===== src/hw/rtl/urde_pkg.sv =====
// Shared constants, types and the digit character table for the radix digit emitter.
// No dependencies; imported by every module of the block.
package urde_pkg;

    // Field widths fixed by the interface
    localparam int VALUE_W   = 64;
    localparam int RADIX_W   = 5;
    localparam int CNT_W     = 7;
    localparam int CHAR_W    = 8;

    // Build-time sizing
    localparam int VALUE_BITS    = 64;
    localparam int MAX_WIDTH     = 64;
    localparam int BITS_PER_STEP = 8;

    // Divider geometry: dividend padded to whole steps
    localparam int DIV_STEPS  = (VALUE_BITS + BITS_PER_STEP - 1) / BITS_PER_STEP;
    localparam int QUO_W      = DIV_STEPS * BITS_PER_STEP;
    localparam int STEP_CNT_W = $clog2(DIV_STEPS + 1);
    localparam logic [STEP_CNT_W-1:0] STEP_LAST = STEP_CNT_W'(DIV_STEPS - 1);
    localparam int REM_W      = RADIX_W - 1;

    // Digit buffer: base 2 gives the most digits
    localparam int MAX_DIGITS = VALUE_BITS;
    localparam int DIG_AW     = $clog2(MAX_DIGITS);

    localparam logic [RADIX_W-1:0] RADIX_MIN = RADIX_W'(2);
    localparam logic [RADIX_W-1:0] RADIX_MAX = RADIX_W'(16);
    localparam logic [CNT_W-1:0]   WIDTH_SAT = CNT_W'(MAX_WIDTH);

    localparam logic [CHAR_W-1:0] ASCII_ZERO = 8'h30;
    localparam logic [CHAR_W-1:0] ERR_CHAR   = 8'h00;

    localparam logic [CHAR_W-1:0] DIGIT_ASCII [16] = '{
        8'h30, 8'h31, 8'h32, 8'h33, 8'h34, 8'h35, 8'h36, 8'h37,
        8'h38, 8'h39, 8'h61, 8'h62, 8'h63, 8'h64, 8'h65, 8'h66
    };

    typedef struct packed {
        logic               start;
        logic [QUO_W-1:0]   dividend;
        logic [RADIX_W-1:0] divisor;
    } div_req_t;

    typedef struct packed {
        logic               done;
        logic [QUO_W-1:0]   quotient;
        logic [REM_W-1:0]   remainder;
    } div_rsp_t;

endpackage


===== src/hw/rtl/urde_div_unit.sv =====
// Iterative divider: dividend by a radix of 2..16, BITS_PER_STEP quotient bits per cycle.
// Depends on urde_pkg.
module urde_div_unit
    import urde_pkg::*;
(
    input  logic     clk,
    input  logic     rst_n,
    input  div_req_t req,
    output div_rsp_t rsp
);

    logic [QUO_W-1:0]      work_reg;
    logic [QUO_W-1:0]      work_next;
    logic [REM_W-1:0]      rem_reg;
    logic [REM_W-1:0]      rem_next;
    logic [RADIX_W-1:0]    divisor_reg;
    logic [STEP_CNT_W-1:0] cnt_reg;
    logic                  busy_reg;
    logic                  done_reg;

    // Restoring division, MSB first; quotient bits shift in at the bottom
    always_comb
    begin : step
        logic [RADIX_W-1:0] trial;
        work_next = work_reg;
        rem_next  = rem_reg;
        for (int i = 0; i < BITS_PER_STEP; i++)
        begin
            trial = {rem_next, work_next[QUO_W-1]};
            if (trial >= divisor_reg)
            begin
                trial     = trial - divisor_reg;
                work_next = {work_next[QUO_W-2:0], 1'b1};
            end
            else
            begin
                work_next = {work_next[QUO_W-2:0], 1'b0};
            end
            rem_next = trial[REM_W-1:0];
        end
    end

    always_ff @(posedge clk or negedge rst_n)
    begin
        if (!rst_n)
        begin
            busy_reg <= 1'b0;
            done_reg <= 1'b0;
            cnt_reg  <= '0;
        end
        else
        begin
            done_reg <= 1'b0;
            if (req.start)
            begin
                busy_reg <= 1'b1;
                cnt_reg  <= '0;
            end
            else if (busy_reg)
            begin
                if (cnt_reg == STEP_LAST)
                begin
                    busy_reg <= 1'b0;
                    done_reg <= 1'b1;
                end
                cnt_reg <= cnt_reg + 1'b1;
            end
        end
    end

    always_ff @(posedge clk)
    begin
        if (req.start)
        begin
            work_reg    <= req.dividend;
            rem_reg     <= '0;
            divisor_reg <= req.divisor;
        end
        else if (busy_reg)
        begin
            work_reg <= work_next;
            rem_reg  <= rem_next;
        end
    end

    assign rsp.done      = done_reg;
    assign rsp.quotient  = work_reg;
    assign rsp.remainder = rem_reg;

endmodule


===== src/hw/rtl/urde_digit_buf.sv =====
// Digit buffer: one write port, one read port with registered read data.
// Depends on urde_pkg for depth and widths.
module urde_digit_buf
    import urde_pkg::*;
(
    input  logic              clk,
    input  logic              wr_en,
    input  logic [DIG_AW-1:0] wr_addr,
    input  logic [REM_W-1:0]  wr_data,
    input  logic [DIG_AW-1:0] rd_addr,
    output logic [REM_W-1:0]  rd_data
);

    logic [REM_W-1:0] mem [MAX_DIGITS];

    always_ff @(posedge clk)
    begin
        if (wr_en)
        begin
            mem[wr_addr] <= wr_data;
        end
        rd_data <= mem[rd_addr];
    end

endmodule


===== src/hw/rtl/unsigned_radix_digit_emitter.sv =====
// Top level of the radix digit emitter: sequencer, shared divider, digit buffer.
// Depends on urde_pkg, urde_div_unit and urde_digit_buf.
//
//  channel | handshake            | payload                     | flow
//  --------+----------------------+-----------------------------+-------------------------
//  input   | start, busy          | value, radix, min_width     | beat taken: start & !busy
//  result  | strobe               | digit_char, last, error     | one beat per strobe cycle
//
// Sequence: each digit costs one pass of the shared divider, the divider retiring 8
// quotient bits per cycle. Then the characters go out one per cycle through the
// digit buffer read register and the output register. Busy stays high while an
// item runs; its last beat comes out in the cycle busy drops.
// A bad radix gives its error beat on the next cycle and busy stays low.
// Reset clears the sequencer and output strobe; the digit buffer needs no clear.
// The receiver cannot stall: result beats go out on their own schedule.
module unsigned_radix_digit_emitter
    import urde_pkg::*;
(
    input  logic               clk,
    input  logic               rst_n,
    input  logic               start,
    output logic               busy,
    input  logic [VALUE_W-1:0] value,
    input  logic [RADIX_W-1:0] radix,
    input  logic [CNT_W-1:0]   min_width,
    output logic               strobe,
    output logic [CHAR_W-1:0]  digit_char,
    output logic               last,
    output logic               error
);

    typedef enum logic [1:0] {
        S_IDLE,
        S_DIV,
        S_EMIT,
        S_DRAIN
    } state_t;

    state_t             state_reg, state_next;
    logic [RADIX_W-1:0] radix_reg, radix_next;
    logic [CNT_W-1:0]   width_reg, width_next;
    logic [CNT_W-1:0]   ndig_reg, ndig_next;
    logic [CNT_W-1:0]   pos_reg, pos_next;
    logic               s1_valid_reg, s1_valid_next;
    logic               s1_pad_reg, s1_pad_next;
    logic               s1_last_reg, s1_last_next;
    logic               strobe_reg, strobe_next;
    logic [CHAR_W-1:0]  char_reg, char_next;
    logic               last_reg, last_next;
    logic               error_reg, error_next;

    logic               accept;
    logic               radix_ok;
    logic               err_beat;
    logic [CNT_W-1:0]   width_sat;
    logic [CNT_W-1:0]   ndig_inc;
    logic [CNT_W-1:0]   total;
    logic [QUO_W-1:0]   value_ext;
    logic               quo_zero;

    div_req_t           div_req;
    div_rsp_t           div_rsp;
    logic               buf_wr_en;
    logic [REM_W-1:0]   buf_rd_data;

    assign busy     = (state_reg != S_IDLE);
    assign accept   = start && (state_reg == S_IDLE);
    assign radix_ok = (radix >= RADIX_MIN) && (radix <= RADIX_MAX);
    assign err_beat = accept && !radix_ok;

    assign width_sat = (min_width > WIDTH_SAT) ? WIDTH_SAT : min_width;
    assign value_ext = QUO_W'(value[VALUE_BITS-1:0]);
    assign quo_zero  = (div_rsp.quotient == '0);

    // Digit count including the one retiring now; padding raises it to the width
    assign ndig_inc = ndig_reg + 1'b1;
    assign total    = (ndig_inc > width_reg) ? ndig_inc : width_reg;

    // Divider is restarted on its own quotient until that reaches zero
    assign div_req.start    = (accept && radix_ok)
                           || ((state_reg == S_DIV) && div_rsp.done && !quo_zero);
    assign div_req.dividend = (state_reg == S_IDLE) ? value_ext : div_rsp.quotient;
    assign div_req.divisor  = (state_reg == S_IDLE) ? radix : radix_reg;

    // Remainders land least significant first at the running digit count
    assign buf_wr_en = (state_reg == S_DIV) && div_rsp.done;

    urde_div_unit u_div (
        .clk   (clk),
        .rst_n (rst_n),
        .req   (div_req),
        .rsp   (div_rsp)
    );

    urde_digit_buf u_buf (
        .clk     (clk),
        .wr_en   (buf_wr_en),
        .wr_addr (ndig_reg[DIG_AW-1:0]),
        .wr_data (div_rsp.remainder),
        .rd_addr (pos_reg[DIG_AW-1:0]),
        .rd_data (buf_rd_data)
    );

    always_comb
    begin
        state_next    = state_reg;
        radix_next    = radix_reg;
        width_next    = width_reg;
        ndig_next     = ndig_reg;
        pos_next      = pos_reg;
        s1_valid_next = 1'b0;
        s1_pad_next   = s1_pad_reg;
        s1_last_next  = s1_last_reg;

        case (state_reg)
            S_IDLE:
            begin
                if (accept && radix_ok)
                begin
                    state_next = S_DIV;
                    radix_next = radix;
                    width_next = width_sat;
                    ndig_next  = '0;
                end
            end
            S_DIV:
            begin
                if (div_rsp.done)
                begin
                    ndig_next = ndig_inc;
                    if (quo_zero)
                    begin
                        state_next = S_EMIT;
                        pos_next   = total - 1'b1;
                    end
                end
            end
            S_EMIT:
            begin
                // pos counts down from the leftmost character; at or above ndig it is a pad
                s1_valid_next = 1'b1;
                s1_pad_next   = (pos_reg >= ndig_reg);
                s1_last_next  = (pos_reg == '0);
                if (pos_reg == '0)
                begin
                    state_next = S_DRAIN;
                end
                else
                begin
                    pos_next = pos_reg - 1'b1;
                end
            end
            S_DRAIN:
            begin
                state_next = S_IDLE;
            end
            default:
            begin
                state_next = S_IDLE;
            end
        endcase

        // Output stage: buffered digit beat or a bad-radix beat
        strobe_next = s1_valid_reg || err_beat;
        char_next   = char_reg;
        last_next   = last_reg;
        error_next  = error_reg;
        if (s1_valid_reg)
        begin
            char_next  = s1_pad_reg ? ASCII_ZERO : DIGIT_ASCII[buf_rd_data];
            last_next  = s1_last_reg;
            error_next = 1'b0;
        end
        else if (err_beat)
        begin
            char_next  = ERR_CHAR;
            last_next  = 1'b1;
            error_next = 1'b1;
        end
    end

    always_ff @(posedge clk or negedge rst_n)
    begin
        if (!rst_n)
        begin
            state_reg    <= S_IDLE;
            radix_reg    <= '0;
            width_reg    <= '0;
            ndig_reg     <= '0;
            pos_reg      <= '0;
            s1_valid_reg <= 1'b0;
            s1_pad_reg   <= 1'b0;
            s1_last_reg  <= 1'b0;
            strobe_reg   <= 1'b0;
            char_reg     <= '0;
            last_reg     <= 1'b0;
            error_reg    <= 1'b0;
        end
        else
        begin
            state_reg    <= state_next;
            radix_reg    <= radix_next;
            width_reg    <= width_next;
            ndig_reg     <= ndig_next;
            pos_reg      <= pos_next;
            s1_valid_reg <= s1_valid_next;
            s1_pad_reg   <= s1_pad_next;
            s1_last_reg  <= s1_last_next;
            strobe_reg   <= strobe_next;
            char_reg     <= char_next;
            last_reg     <= last_next;
            error_reg    <= error_next;
        end
    end

    assign strobe     = strobe_reg;
    assign digit_char = char_reg;
    assign last       = last_reg;
    assign error      = error_reg;

    // Error beat is always a lone final beat
    a_err_last: assert property (@(posedge clk) disable iff (!rst_n)
        strobe && error |-> last)
        else $error("error beat without last");

    // Divider only finishes while the sequencer waits on it
    a_div_done: assert property (@(posedge clk) disable iff (!rst_n)
        div_rsp.done |-> (state_reg == S_DIV))
        else $error("divider done outside divide phase");

    // Digit beats carry only valid lower-case digit characters
    a_char_set: assert property (@(posedge clk) disable iff (!rst_n)
        strobe && !error |->
            ((digit_char >= 8'h30) && (digit_char <= 8'h39))
         || ((digit_char >= 8'h61) && (digit_char <= 8'h66)))
        else $error("digit beat outside character set");

    // A bad radix gives an error beat next cycle, and busy stays low
    a_bad_radix: assert property (@(posedge clk) disable iff (!rst_n)
        err_beat |=> strobe && error && !busy)
        else $error("bad radix did not give a lone error beat");

endmodule

===== config.mk =====
export PLATFORM = sky130hd
export DESIGN_NAME = unsigned_radix_digit_emitter
export DESIGN_NICKNAME = d
export VERILOG_FILES = /design/src/hw/rtl/urde_pkg.sv /design/src/hw/rtl/urde_div_unit.sv /design/src/hw/rtl/urde_digit_buf.sv /design/src/hw/rtl/unsigned_radix_digit_emitter.sv
export SDC_FILE = /design/constraint.sdc
export NUM_CORES = 1
export LEC_CHECK = 0
export ABC_AREA = 1
export BUFFER_PORTS_ARGS = -buffer_cell sky130_fd_sc_hd__clkbuf_2
export CORE_UTILIZATION = 40
export CTS_CLUSTER_DIAMETER = 200
export DETAILED_ROUTE_END_ITERATION = 12
export GPL_TIMING_DRIVEN = 0
export SYNTH_ARGS = -nofsm -noshare
export SYNTH_HDL_FRONTEND = slang
export SYNTH_SLANG_ARGS = --single-unit

===== constraint.sdc =====
create_clock -name clk -period 12.5 [get_ports clk]
set_input_delay 0 -clock clk [delete_from_list [all_inputs] [get_ports clk]]
set_output_delay 0 -clock clk [all_outputs]
set_load 0.1 [all_outputs]

==> impl_metrics.prom <==
# TYPE chip_impl_metric gauge
chip_impl_metric{name="place_congestion",unit=""} 1.01
chip_impl_metric{name="antenna_found_initial",unit=""} 0
chip_impl_metric{name="fin_worst_skew",unit="ns"} 0.0305
chip_impl_metric{name="clock_input_transition_at_the_sequential_cells_of_the_worst_setup_and_hold_paths",unit="ns"} 0.06
chip_impl_metric{name="detailed_place_hpwl",unit="um"} 37500
chip_impl_metric{name="critical_path_arrival",unit="ns"} 11.75
chip_impl_metric{name="synth.yosys.seq_area_share",unit="%"} 60.5
chip_impl_info{name="min_path_type",value="in2reg"} 1
chip_impl_info{name="holdCritStartpoint",value="value[0]"} 1
chip_impl_metric{name="dr.first_iter.drc_count",unit=""} 1512
chip_impl_metric{name="synthesis.nets",unit=""} 1907
chip_impl_metric{name="p_per_area",unit="nW/um^2"} 120
chip_impl_metric{name="port-buffer-count",unit=""} 89
chip_impl_metric{name="pin_count_of_the_biggest_net_entering_global_routing",unit=""} 50
chip_impl_metric{name="per_cell_routed_wire_length",unit="um"} 21.3
chip_impl_info{name="crit-reg2reg-launch",value="u_div.rem_reg[1]"} 1
chip_impl_metric{name="minimum_clock_period",unit="ns"} 11.27
chip_impl_metric{name="cts-buffers-inserted",unit=""} 43
chip_impl_metric{name="core_region_area",unit="um^2"} 45300
chip_impl_metric{name="via_total_after_detailed_routing",unit=""} 14300
chip_impl_info{name="crit_path_end_kind",value="flip-flop"} 1
chip_impl_metric{name="p_sw",unit="uW"} 547
chip_impl_metric{name="grt_first_pass_wirelength",unit="um"} 84900
chip_impl_metric{name="yosysWarnings",unit=""} 0
chip_impl_metric{name="layout.nets",unit=""} 2139
chip_impl_metric{name="combinationalPowerShare",unit="%"} 1.6
chip_impl_metric{name="dp.cells",unit=""} 2453
chip_impl_info{name="most_common_cell_on_crit_path",value="sky130_fd_sc_hd__nand2_1"} 1
chip_impl_metric{name="multi_input_comb_area",unit="um^2"} 6330
chip_impl_info{name="setup.worst_path.class",value="reg2reg"} 1
chip_impl_metric{name="internal_power",unit="uW"} 2090
chip_impl_metric{name="drv.max_cap_violation_count",unit=""} 0
chip_impl_metric{name="relSlewSlack",unit="%"} 40.9
chip_impl_metric{name="die-area",unit="um^2"} 46700
chip_impl_metric{name="max_freq",unit="GHz"} 0.0887
chip_impl_metric{name="detail_route.first_pass.iterations",unit=""} 5
chip_impl_metric{name="number_of_synthesized_flops_with_an_enable_pin",unit=""} 325
chip_impl_metric{name="yosys.cell_types.count",unit=""} 59
chip_impl_metric{name="p_clk_share",unit="%"} 47.0
chip_impl_info{name="synthFlopType",value="sky130_fd_sc_hd__edfxtp_1"} 1
chip_impl_info{name="cts_tree",value="yes"} 1
chip_impl_info{name="startpoint_type",value="flip-flop"} 1
chip_impl_metric{name="p_seq_share",unit="%"} 51.5
chip_impl_metric{name="cts.path.max_buffers",unit=""} 3
chip_impl_metric{name="final_number_of_setup_violating_endpoints",unit=""} 0
chip_impl_metric{name="grt_usage",unit="%"} 24.1
chip_impl_metric{name="worstSkewPairLatency",unit="ns"} 0.58
chip_impl_metric{name="totalWireLength",unit="um"} 55800
chip_impl_metric{name="worst_path_largest_cell_delay",unit="ns"} 0.78
chip_impl_metric{name="slew_viol_final",unit=""} 0
chip_impl_metric{name="drcViolationCount",unit=""} 0
chip_impl_info{name="worstSetupStartpoint",value="u_div.rem_reg[1]"} 1
chip_impl_metric{name="numClockSinks",unit=""} 380
chip_impl_info{name="leading_cell_type_in_the_layout_fill_and_taps_excluded",value="sky130_fd_sc_hd__edfxtp_1"} 1
chip_impl_info{name="worst_path_max_delay_cell",value="sky130_fd_sc_hd__dfxtp_2"} 1
chip_impl_metric{name="drtAntennaViolNets",unit=""} 0
chip_impl_metric{name="syn-instance-count",unit=""} 1758
chip_impl_metric{name="largest_register_ffs",unit=""} 256
chip_impl_metric{name="syn-cell-area",unit="um^2"} 18300
chip_impl_metric{name="core.rowCount",unit=""} 78
chip_impl_metric{name="drive_gt1_share",unit="%"} 14.1
chip_impl_metric{name="critical_path_fanout_max",unit=""} 30
chip_impl_metric{name="ff_latch_area",unit="um^2"} 11100
chip_impl_metric{name="vias_in_the_first_global_route",unit=""} 14300
chip_impl_metric{name="initial_core_util",unit="%"} 40.5
chip_impl_metric{name="sw_frac_of_total",unit="%"} 20.7
chip_impl_metric{name="finish.cell_count_without_fillers",unit=""} 2624
chip_impl_metric{name="antenna_cells_inserted",unit=""} 0
chip_impl_metric{name="timing_hold_violations_final",unit=""} 0
chip_impl_metric{name="synth_seq_cells",unit=""} 380
chip_impl_info{name="final_cell_mix",value="sky130_fd_sc_hd__edfxtp_1, sky130_fd_sc_hd__nand2_1, sky130_fd_sc_hd__nor2_1"} 1
chip_impl_metric{name="cp_data_required_time",unit="ns"} 12.98
chip_impl_metric{name="via_per_inst",unit=""} 5.47
chip_impl_metric{name="die_x",unit="um"} 216
chip_impl_metric{name="ys_async_sr_fraction",unit="%"} 12.4
chip_impl_metric{name="hold_slack",unit="ns"} 0.267
chip_impl_metric{name="period_share",unit="%"} 90.2
chip_impl_metric{name="postSynthAreaPerCell",unit="um^2"} 10.4
chip_impl_metric{name="num-fill-cells",unit=""} 4176
chip_impl_metric{name="area_growth_syn_to_layout",unit="%"} 19.9
chip_impl_info{name="cts-root-buf",value="sky130_fd_sc_hd__clkbuf_16"} 1
chip_impl_metric{name="htreeDepth",unit=""} 2
chip_impl_metric{name="die_height",unit="um"} 216
chip_impl_metric{name="ir_drop",unit="uV"} 84.1
chip_impl_info{name="grt_setup_unrepaired",value="no"} 1
chip_impl_metric{name="power",unit="uW"} 2640
chip_impl_metric{name="overflow",unit=""} 0
chip_impl_metric{name="top_level_ports",unit=""} 91
chip_impl_metric{name="tightestPinTransition",unit="ns"} 0.886
chip_impl_metric{name="power.static_leakage",unit="uW"} 0.00874
chip_impl_info{name="outcome",value="finished clean"} 1
==> routing by layer <==
layer | wire [um] | GRT usage [%] | vias to the layer above
met4 | 1890 | 9.08 | 0
met3 | 4570 | 4.69 | 119
met1 | 22900 | 31.0 | 6907
met2 | 26500 | 40.3 | 663
li1 | - | - | 6652
met5 | 0 | 0 | -
==> worst paths after layout <==
kind / endpoint / slack (ns) / cells past startpoint
setup / recovery: u_div.rem_reg[0] / 1.23 / 63
hold / removal: u_div.work_reg[0] / 0.27 / 4
setup reg to reg: u_div.rem_reg[0] / 1.23 / 63
hold reg to reg: error / 0.46 / 1
max in group asynchronous: digit_char[2] / 11.56 / 4
min in group asynchronous: radix_reg[4] / 0.43 / 3
==> power groups by stage <==
| stage | registers, uW | logic, uW | clock network (uW) |
|---|---|---|---|
| after floorplan | 1380 | 3.29 | 0 |
| after global placement | 1380 | 20.7 | 0 |
| after detailed placement | 1380 | 20.9 | 0 |
| after CTS | 1360 | 39.5 | 1250 |
| after global routing | 1360 | 45.5 | 1300 |
| final | 1360 | 41.9 | 1240 |
==> layout make-up <==
cell class                 instances  share of cell area [%]
sequential                       380                    50.5
multi-input combinational       1167                    28.8
timing repair buffer             187                    6.85
clock buffer                      48                    5.07
tap                              600                    3.42
inverter                         136                    2.33
buffer                            75                    1.84
clock inverter                    31                    1.19
==> synth_stat cells, types with 3 or more instances <==
library cell                number  share of area, %
sky130_fd_sc_hd__a21oi_1        24              0.66
sky130_fd_sc_hd__nor3_1          3             0.082
sky130_fd_sc_hd__nand2_1       289               5.9
sky130_fd_sc_hd__o21ai_2         3              0.14
sky130_fd_sc_hd__or2_1           3              0.10
sky130_fd_sc_hd__nor2_4          4              0.25
sky130_fd_sc_hd__inv_2           9              0.18
sky130_fd_sc_hd__o211ai_1       15              0.61
sky130_fd_sc_hd__nand4_1        18              0.61
sky130_fd_sc_hd__buf_2          32              0.87
sky130_fd_sc_hd__a21oi_2         3              0.14
sky130_fd_sc_hd__nand2_4         3              0.18
sky130_fd_sc_hd__nand2_2        25              0.85
sky130_fd_sc_hd__o22ai_1        49               1.7
sky130_fd_sc_hd__nor2_2          6              0.20
sky130_fd_sc_hd__o2111ai_1       3              0.14
sky130_fd_sc_hd__o21bai_1        4              0.16
sky130_fd_sc_hd__a31oi_1         7              0.24
sky130_fd_sc_hd__fa_1            8              0.87
sky130_fd_sc_hd__o21ai_0       223               6.1
sky130_fd_sc_hd__or2_2           4              0.14
sky130_fd_sc_hd__edfxtp_1      325                53
sky130_fd_sc_hd__a21o_1          6              0.25
sky130_fd_sc_hd__nand3b_1        4              0.16
sky130_fd_sc_hd__nor2_1        245               5.0
sky130_fd_sc_hd__ha_1           62               4.2
sky130_fd_sc_hd__dfxtp_1         8              0.87
sky130_fd_sc_hd__o221ai_1       20              0.96
sky130_fd_sc_hd__xnor2_1         8              0.38
sky130_fd_sc_hd__nor4_1          8              0.27
sky130_fd_sc_hd__nand3_1        78               2.1
sky130_fd_sc_hd__o21ai_1        15              0.41
sky130_fd_sc_hd__buf_6           3              0.18
sky130_fd_sc_hd__dfrtp_1        47               6.4
sky130_fd_sc_hd__inv_1         125               2.6
sky130_fd_sc_hd__buf_4          10              0.41
sky130_fd_sc_hd__clkbuf_1       25              0.51
sky130_fd_sc_hd__xor2_1          8              0.38
==> what timing repair did <==
action,CTS,global route
hold buffers,88,1
endpoints found under the hold margin,131,11
resized for setup,0,1
setup buffers,0,2
endpoints found under the setup margin,0,5
==> critical path: cells and delay by family, from the launching register on <==
kind | cells | cell delay [ns]
AO/OA/AOI/OAI | 19 | 3.79
adder cells (fa/ha/maj) | 8 | 2.68
buffers and inverters | 7 | 0.73
flip-flops | 1 | 0.78
AND/OR/NAND/NOR | 29 | 3.20
==> cell families after synthesis <==
logic type | after synthesis | share of synthesized area, %
fa+ha+maj | 70 | 5.11
simple gates | 700 | 16.6
other cells | 1 | 0.0205
buf+inv | 211 | 5.01
flops | 380 | 60.5
xor+xnor | 17 | 0.853
compound gates | 379 | 11.9
==> metrics by stage <==
stage                     setup WS [ns]  area (um^2)  TNS (ns)  utilization [%]
final                              1.23        22000         0             48.5
after global routing            0.00385        22000         0             48.5
after CTS                         0.870        21900         0             48.4
after detailed placement          0.922        19700         0             43.5
after global placement          -0.0727        19500   -0.0753             43.1
after floorplan                    2.65        18300         0                -
Power figures use the tool's default switching activity.
